`src/hw/rtl/frst_pkg.sv`:
```
// Shared types and constants for the Fenwick range-sum table.
// No dependencies; imported by frst_mem, frst_walk and the top level.
package frst_pkg;

    localparam int DATA_W = 32;   // tree word and delta width
    localparam int IDX_W  = 11;   // width of index and size fields

    // item kind codes
    localparam logic KIND_ADD   = 1'b0;
    localparam logic KIND_QUERY = 1'b1;

    // memory port strobes
    typedef struct packed {
        logic wr;
        logic rd;
    } t_mem_ctl;

endpackage

```
`src/hw/rtl/frst_walk.sv`:
```
// Tree walk sequencer: clear sweep, update read-modify-write walk, and the
// two prefix walks of a range query, plus the result register.
// Depends on frst_pkg; drives one frst_mem.
module frst_walk #(
    parameter int MAX_POSITIONS = 1024,
    parameter int AW            = 10,
    parameter int PW            = 12
) (
    input  logic                          i_clk,
    input  logic                          i_rst_n,
    input  logic [PW-1:0]                 i_n,
    input  logic                          i_clear,
    input  logic                          i_in_valid,
    output logic                          o_in_stall,
    input  logic                          i_in_kind,
    input  logic [frst_pkg::IDX_W-1:0]    i_in_first_index,
    input  logic [frst_pkg::IDX_W-1:0]    i_in_last_index,
    input  logic [frst_pkg::DATA_W-1:0]   i_in_delta,
    output logic                          o_out_valid,
    input  logic                          i_out_stall,
    output logic [frst_pkg::DATA_W-1:0]   o_out_range_sum,
    output frst_pkg::t_mem_ctl            o_mem_ctl,
    output logic [AW-1:0]                 o_mem_waddr,
    output logic [frst_pkg::DATA_W-1:0]   o_mem_wdata,
    output logic [AW-1:0]                 o_mem_raddr,
    input  logic [frst_pkg::DATA_W-1:0]   i_mem_rdata
);
    import frst_pkg::*;

    typedef enum logic [2:0] {
        S_CLEAR, S_IDLE, S_UPD_RD, S_UPD_WR, S_QLO, S_QHI, S_DONE
    } t_state;

    t_state            r_state;
    logic [AW-1:0]     r_clr_addr;
    logic [PW-1:0]     r_pos;
    logic [PW-1:0]     r_hi_pos;
    logic [DATA_W-1:0] r_delta;
    logic [DATA_W-1:0] r_acc;
    logic              r_pend;
    logic              r_out_vld;
    logic [DATA_W-1:0] r_out_sum;

    logic [PW-1:0]     w_first;
    logic [PW-1:0]     w_last;
    logic [PW-1:0]     w_first_c;
    logic [PW-1:0]     w_last_c;
    logic [PW-1:0]     w_lowbit;
    logic [PW-1:0]     w_up_next;
    logic [AW-1:0]     w_pos_addr;
    logic              w_out_free;
    logic              w_load_out;

    assign w_first    = PW'(i_in_first_index);
    assign w_last     = PW'(i_in_last_index);
    assign w_first_c  = (w_first > i_n) ? i_n : w_first;
    assign w_last_c   = (w_last > i_n) ? i_n : w_last;
    assign w_lowbit   = r_pos & (PW'(0) - r_pos);
    assign w_up_next  = r_pos + w_lowbit;
    assign w_pos_addr = AW'(r_pos - PW'(1));
    assign w_out_free = !r_out_vld || !i_out_stall;
    assign w_load_out = !i_clear && (r_state == S_DONE) && w_out_free;

    assign o_in_stall      = (r_state != S_IDLE);
    assign o_out_valid     = r_out_vld;
    assign o_out_range_sum = r_out_sum;

    // memory strobes
    assign o_mem_ctl.wr = (r_state == S_CLEAR) || (r_state == S_UPD_WR);
    assign o_mem_ctl.rd = (r_state == S_UPD_RD)
                       || (((r_state == S_QLO) || (r_state == S_QHI)) && (r_pos != '0));
    assign o_mem_waddr  = (r_state == S_CLEAR) ? r_clr_addr : w_pos_addr;
    assign o_mem_wdata  = (r_state == S_CLEAR) ? '0 : (i_mem_rdata + r_delta);
    assign o_mem_raddr  = w_pos_addr;

    always_ff @(posedge i_clk) begin
        if (!i_rst_n) begin
            r_state    <= S_CLEAR;
            r_clr_addr <= '0;
            r_pend     <= 1'b0;
        end else begin
            if (i_clear) begin
                r_state    <= S_CLEAR;
                r_clr_addr <= '0;
                r_pend     <= 1'b0;
            end else begin
                unique case (r_state)
                    S_CLEAR: begin
                        r_clr_addr <= r_clr_addr + AW'(1);
                        if (r_clr_addr == AW'(MAX_POSITIONS - 1)) begin
                            r_state <= S_IDLE;
                        end
                    end
                    S_IDLE: begin
                        if (i_in_valid) begin
                            r_delta <= i_in_delta;
                            r_acc   <= '0;
                            r_pend  <= 1'b0;
                            if (i_in_kind == KIND_ADD) begin
                                r_pos <= w_first;
                                if ((w_first != '0) && (w_first <= i_n)) begin
                                    r_state <= S_UPD_RD;
                                end
                            end else if (w_last_c < w_first_c) begin
                                r_state <= S_DONE;   // empty range sums to zero
                            end else begin
                                r_pos    <= (w_first_c == '0) ? '0 : (w_first_c - PW'(1));
                                r_hi_pos <= w_last_c;
                                r_state  <= S_QLO;
                            end
                        end
                    end
                    S_UPD_RD: begin
                        r_state <= S_UPD_WR;
                    end
                    S_UPD_WR: begin
                        r_pos   <= w_up_next;
                        r_state <= (w_up_next > i_n) ? S_IDLE : S_UPD_RD;
                    end
                    S_QLO, S_QHI: begin
                        // read issue and accumulate overlap: one entry a cycle
                        if (r_pos != '0) begin
                            r_pos  <= r_pos - w_lowbit;
                            r_pend <= 1'b1;
                        end else begin
                            r_pend <= 1'b0;
                        end
                        if (r_pend) begin
                            r_acc <= (r_state == S_QLO) ? (r_acc - i_mem_rdata)
                                                        : (r_acc + i_mem_rdata);
                        end
                        if ((r_pos == '0) && !r_pend) begin
                            if (r_state == S_QLO) begin
                                r_pos   <= r_hi_pos;
                                r_state <= S_QHI;
                            end else begin
                                r_state <= S_DONE;
                            end
                        end
                    end
                    S_DONE: begin
                        if (w_out_free) begin
                            r_state <= S_IDLE;
                        end
                    end
                    default: begin
                        r_state <= S_IDLE;
                    end
                endcase
            end
        end
    end

    // result register: loads from the finished walk, empties on transfer
    always_ff @(posedge i_clk) begin
        if (!i_rst_n) begin
            r_out_vld <= 1'b0;
        end else if (w_load_out) begin
            r_out_vld <= 1'b1;
            r_out_sum <= r_acc;
        end else if (!i_out_stall) begin
            r_out_vld <= 1'b0;
        end
    end

endmodule

```
`config.mk`:
```
export PLATFORM = sky130hd
export DESIGN_NAME = frst_walk
export DESIGN_NICKNAME = d
export VERILOG_FILES = /design/src/hw/rtl/frst_pkg.sv /design/src/hw/rtl/frst_walk.sv
export SDC_FILE = /design/constraint.sdc
export NUM_CORES = 1
export LEC_CHECK = 0
export ABC_AREA = 1
export CORE_MARGIN = 2
export CORE_UTILIZATION = 50
export DETAILED_ROUTE_END_ITERATION = 8
export DONT_BUFFER_PORTS = 1
export PLACE_DENSITY = 0.66
export RECOVER_POWER = 50
export SYNTH_ARGS = -nofsm -noshare
export SYNTH_HDL_FRONTEND = slang
export SYNTH_SLANG_ARGS = --single-unit
```
`constraint.sdc`:
```
create_clock -name i_clk -period 5.3 [get_ports i_clk]
set_input_delay 1.06 -clock i_clk [delete_from_list [all_inputs] [get_ports i_clk]]
set_output_delay 1.06 -clock i_clk [all_outputs]
set_load 0.01 [all_outputs]
```
* Yosys cells after proc, flatten, opt, wreduce, memory -nomap -nowiden *
Cells that the tools add are included.
Widths: inputs -> output; s select.

word-level totals
  register bits = 135
  bits in latches = 0
  bits in writable memories = 0
  bits in read-only memories = 0
  input port bits = 104
  output and inout port bits = 88
  memories = 0

cells by class
  add/subtract/negate cells = 9
  multiply operators = 0
  divide/modulo/power cells = 0
  order comparisons = 5
  equality and inequality tests = 16
  shift-type cells = 0
  mux-type cells = 31
  bitwise operators = 4
  reduce and logical (&&, ||, !) cells = 29

operators with widths
  operator               number
  $mux 32                4
  $mux 12                9
  $add 32x32->32         2
  $pmux 32 s2            1
  $pmux 12 s3            1
  $sub 32x32->32         1
  $gt 11x12->1           2
  $logic_not 12->1       2
  $reduce_bool 12->1     2
  $mux 3                 6
  $pmux 3 s6             1
  $reduce_and 5->1       3
  $add 12x12->12         1
  $and 12x12->12         1
  $gt 12x12->1           1
  $le 11x12->1           1
  $lt 12x12->1           1
  $sub 1x12->12 const A  1
  $sub 12x1->12 const B  1
  $sub 12x12->12         1
  $add 10x1->10 const B  1
  $eq 10x10->1 const B   1
  $mux 10                1
  $sub 10x1->10 const B  1
  other kinds (21)       48

* Logic depth before layout (Yosys ltp) *
  word-level depth = 8
  depth in mapped cells = 28

* Least setup slack after synthesis *
No wires, ideal clock.

  kind = input to register
  from = in i_n[7]
  to = reg r_hi_pos[0], enable pin
  data arrival time = 4.382 ns
  setup slack = 0.505 ns
  cell stages on the path = 19
  path buffers = 1
  cell sequence = inv_1 > ha_1 > nand2_1 > inv_1 > nand2_1 > nor2_1 > nand4_2 > nand2_2 > clkbuf_1 > o21ai_0 > ha_1 > nand4_1 > nor2_1 > nand3_1 > nor2_1 > nand2_1 > nand3_1 > nand2_1 > nor4_1

between the ends
  longest elaborated chain between the ends = 5
  elaborated cells between the ends (all ways) = 7

ends and longest elaborated chain
  item                               RTL line          RTL
  start: declaration                 frst_walk.sv:11   input logic [PW-1:0] i_n,
  $gt 11x12->1                       frst_walk.sv:57   assign w_last_c = (w_last > i_n) ? i_n : w_last;
  $mux 12                            frst_walk.sv:57
  net w_last_c[10]                   frst_walk.sv:47   logic [PW-1:0] w_last_c;
  $lt 12x12->1                       frst_walk.sv:104  end else if (w_last_c < w_first_c) begin
  $not 1->1 (no source line)         -
  $reduce_and 6->1 (no source line)  -
  end signal: assignment             frst_walk.sv:108  r_hi_pos <= w_last_c;
  end: declaration                   frst_walk.sv:37   logic [PW-1:0] r_hi_pos;

The timed path passes the listed nets, and every way through them passes these cells.
A chain may end at the register's enable or synchronous reset.

* Worst setup path in the final report *
  from = in i_mem_rdata[0] (netlist bit)
  to = out o_mem_wdata[26] (netlist bit)

between the ends
  longest elaborated chain between the ends = 2

ends and longest elaborated chain
  item                RTL line         RTL
  start: declaration  frst_walk.sv:26  input logic [frst_pkg::DATA_W-1:0] i_mem_rdata
  $add 32x32->32      frst_walk.sv:73  assign o_mem_wdata = (r_state == S_CLEAR) ? '0 : (i_mem_rdata + r_delta);
  $mux 32             frst_walk.sv:73
  end: declaration    frst_walk.sv:24  output logic [frst_pkg::DATA_W-1:0] o_mem_wdata,

No other way between the ends.

==> summary.txt <==
Timing
  – Slew HR: -0.852
  – Layout Skew: 10.7 ps
  – Min cycle time layout: 4590 ps
  – Min Hold Slack: 467 ps
  – Post-route clock period utilization: 0.866
  – Max Freq: 0.218 GHz
  – Hold Violations, Final: 0
  – Final setup violation count: 0
  – Setup TNS: 0 ps
  – RSZ-0062 raised after global routing: no
  – Max-slew violations: 66
  – Post-route setup slack: 709 ps
  – Slew @ Worst Pin: 2770 ps

Global route
  – Total grt overflow: 0
  – Vias in the first global route: 9,994
  – Antenna violations before repair: 2
  – Met1 GRT Util: 0.337
  – Global Route Usage Sum: 0.279
  – Grt met3 use: 0.0568
  – First-pass GRT wire length: 52.6 mm
  – Largest net degree at the start of global routing: 44
  – Top Usage Layer GRT: met2
  – Met2 Track Usage GR: 0.479

Cells and area
  – Layout cells sized above 1: 0.0548
  – Synth-to-layout area growth: 7.65%
  – Filler cells: 2,235
  – Register Area: 0.00390 mm^2
  – Final cell count without fillers: 1,884
  – Fin area: 0.0126 mm^2
  – Multi-input gate area: 0.00679 mm^2
  – Nets: 1,777
  – Final core utilization: 0.551

Yosys
  – Post-synth top area share: 0.309
  – Post-Syn Instances: 1,551
  – Main area contributors after synthesis: edfxtp_1 (31%), ha_1 (12%), nand2_1 (11%), inv_1 (7.2%), a21oi_1 (6.3%)
  – Synth cell count leaders: nand2_1 (334), inv_1 (223), nor2_1 (152), a21oi_1 (147), edfxtp_1 (120)
  – FFs w/ async S/R, synth: 0
  – Top_reg_cell synth: edfxtp_1
  – Yosys reg bits: 135
  – Complex-gate fraction of the synthesized area: 0.173
  – XOR/XNOR Fraction of Synth Area: 0.0466
  – Mapped Area: 0.0117 mm^2
  – Post-synthesis sequential area ratio: 0.335
  – Post-synthesis adder-cell area fraction: 0.128
  – EDFF count, synth: 120
  – Largest family of logic cells by synthesized area: simple AND/OR/NAND/NOR gates
  – Synth Area in Simple Gates: 0.233
  – Syn. warnings: 0
  – Cell taking the most area after synthesis: edfxtp_1
  – Most frequent cell after synthesis: nand2_1
  – Synth unique cells: 59
  – Mux cell area share after synthesis: 0
  – Syn_area_per_cell: 7.52 um^2

Critical path
  – Most frequent cell on the critical path: nand2_1
  – CP Max Fanout: 4
  – CP Launch Type: input port
  – CP cell instances: ha_1 > inv_1 > fa_1 > inv_1 > nand3_1 > nand2_1 > a31oi_1 > o21a_1 > o21ai_2 > nand2_1 > nand2_1 > a21boi_1 > o21ai_0 > nand2_1 > nand2_1 > nor2_1 > nor2_1
  – Arr. time, crit path: 3530 ps
  – Max stage delay on crit path: 350 ps
  – Critical Path End Type: primary output
  – Critical path class: in -> out
  – CP max stage cell: fa_1
  – WP data required: 4240 ps

Route
  – Post-Route WL: 34.1 mm
  – Post-DRT Antenna Nets: 0
  – Vias per cell: 5.63
  – DRC: 0
  – Vias: 10,601
  – Iter 0 DRT Violations: 659
  – WL/cell: 18.1 um
  – DR pass1 iterations: 5

Power and ir drop
  – Worst VDD drop: 182 uV
  – PD cells: 215 mW/mm^2
  – Leak: 5.60 nW
  – Pwr Total: 2.70 mW

Placement
  – IO buf count: 0
  – Detailed placer's ending HPWL: 27.6 mm
  – Place WS: 636 ps
  – Placer Congestion: 0.981
  – Placed cell areas: 0.0120 mm^2
  – Placed Cells: 1,849

Clocking
  – TritonCTS Sinks: 135
  – TritonCTS buffer count: 17
  – Post-CTS sizing: 0
  – H-tree depth: 4
  – Cts hold-fix bufs: 0
  – TritonCTS clock tree: done
  – Clock slew at the register clock pins of the worst setup and hold paths: 70 ps
  – Clock Tree Buf Depth: 2
  – Postcts setup bufs: 0
  – Clock Tree Root: clkbuf_16
  – Latest clock arrival within the worst-skew pair: 430 ps

Status
  – Status: finished, violations left
  – Failing checks: capacitance limit, slew limit

Flow run
  – # Max-Cap Violations: 2

Floorplanning
  – IO Pins: 192
  – Die Height: 157 um
  – Core area: 0.0228 mm^2
  – Starting Density: 0.512
  – Die area: 0.0246 mm^2
  – Die W: 157 um
  – Rows: 55

Hold path
  – Hold Crit Class: reg -> reg
-- final timing paths --
kind,startpoint,cells past startpoint,slack [ps],end
min reg2reg,r_acc[0]$_SDFFCE_PN0P_,0,470,o_out_range_sum[0]$_DFFE_PP_
min,r_acc[0]$_SDFFCE_PN0P_,0,470,o_out_range_sum[0]$_DFFE_PP_
max reg2reg,r_pos[0]$_DFFE_PP_,27,870,r_state[1]$_SDFFE_PN0P_
max,i_mem_rdata[0],17,710,o_mem_wdata[26]
-- cells in the final DEF (no fill, tap or decap), drive strengths merged, types with 4 or more instances in the layout --
| master | n |
|---|---|
| a21oi | 148 |
| edfxtp | 120 |
| clkbuf | 19 |
| dfxtp | 15 |
| a21boi | 10 |
| ha | 116 |
| inv | 238 |
| buf | 5 |
| nor4 | 10 |
| nand4 | 19 |
| o22ai | 10 |
| nand2 | 346 |
| a31oi | 12 |
| o21a | 13 |
| o21ai | 119 |
| nor3 | 29 |
| xor2 | 38 |
| nor2 | 159 |
| o31ai | 4 |
| nand3 | 62 |
| xnor2 | 24 |
| clkinvlp | 5 |
| o221ai | 5 |
| o211ai | 7 |
-- sequential cells by signal (all words and copies together) (netlist names) --
name,flops
r_acc,32
o_out_range_sum,32
r_pend,1
r_hi_pos,12
r_pos,12
r_state,3
o_out_valid,1
r_delta,32
r_clr_addr,10
-- metal layers --
metal | wire length [um] | vias to the layer above
li1 | - | 5271
met1 | 13900 | 4868
met2 | 16600 | 374
met3 | 2210 | 88
met4 | 1420 | 0
met5 | 0 | -
-- logic make-up (layout without fill, tap and decap cells) --
group / count (synthesis) / in the layout
flops: 135 / 135
other cells: 2 / 6
xor+xnor: 62 / 62
compound gates: 346 / 346
buf+inv: 253 / 269
simple gates: 635 / 635
fa+ha+maj: 118 / 118
-- critical path, delay by kind of cell --
family	cells	cell delay, ps
AO/OA/AOI/OAI	5	1010
AND/OR/NAND/NOR	8	830
adder cells (fa/ha/maj)	2	490
buffers and inverters	2	140
-- power breakdown --
group          internal, mW  switching [mW]
Combinational         0.141           0.262
Sequential             1.15        0.000694
Clock                 0.617           0.533
-- layout make-up --
cell class	count	area share
Antenna cell	3	0.000598
Clock buffer	17	0.0339
Clock inverter	15	0.0106
Inverter	230	0.0688
Multi-Input combinational cell	1164	0.540
Sequential cell	135	0.311
Tap cell	313	0.0312
Timing Repair Buffer	7	0.00359
Power figures use the tool's default switching activity.
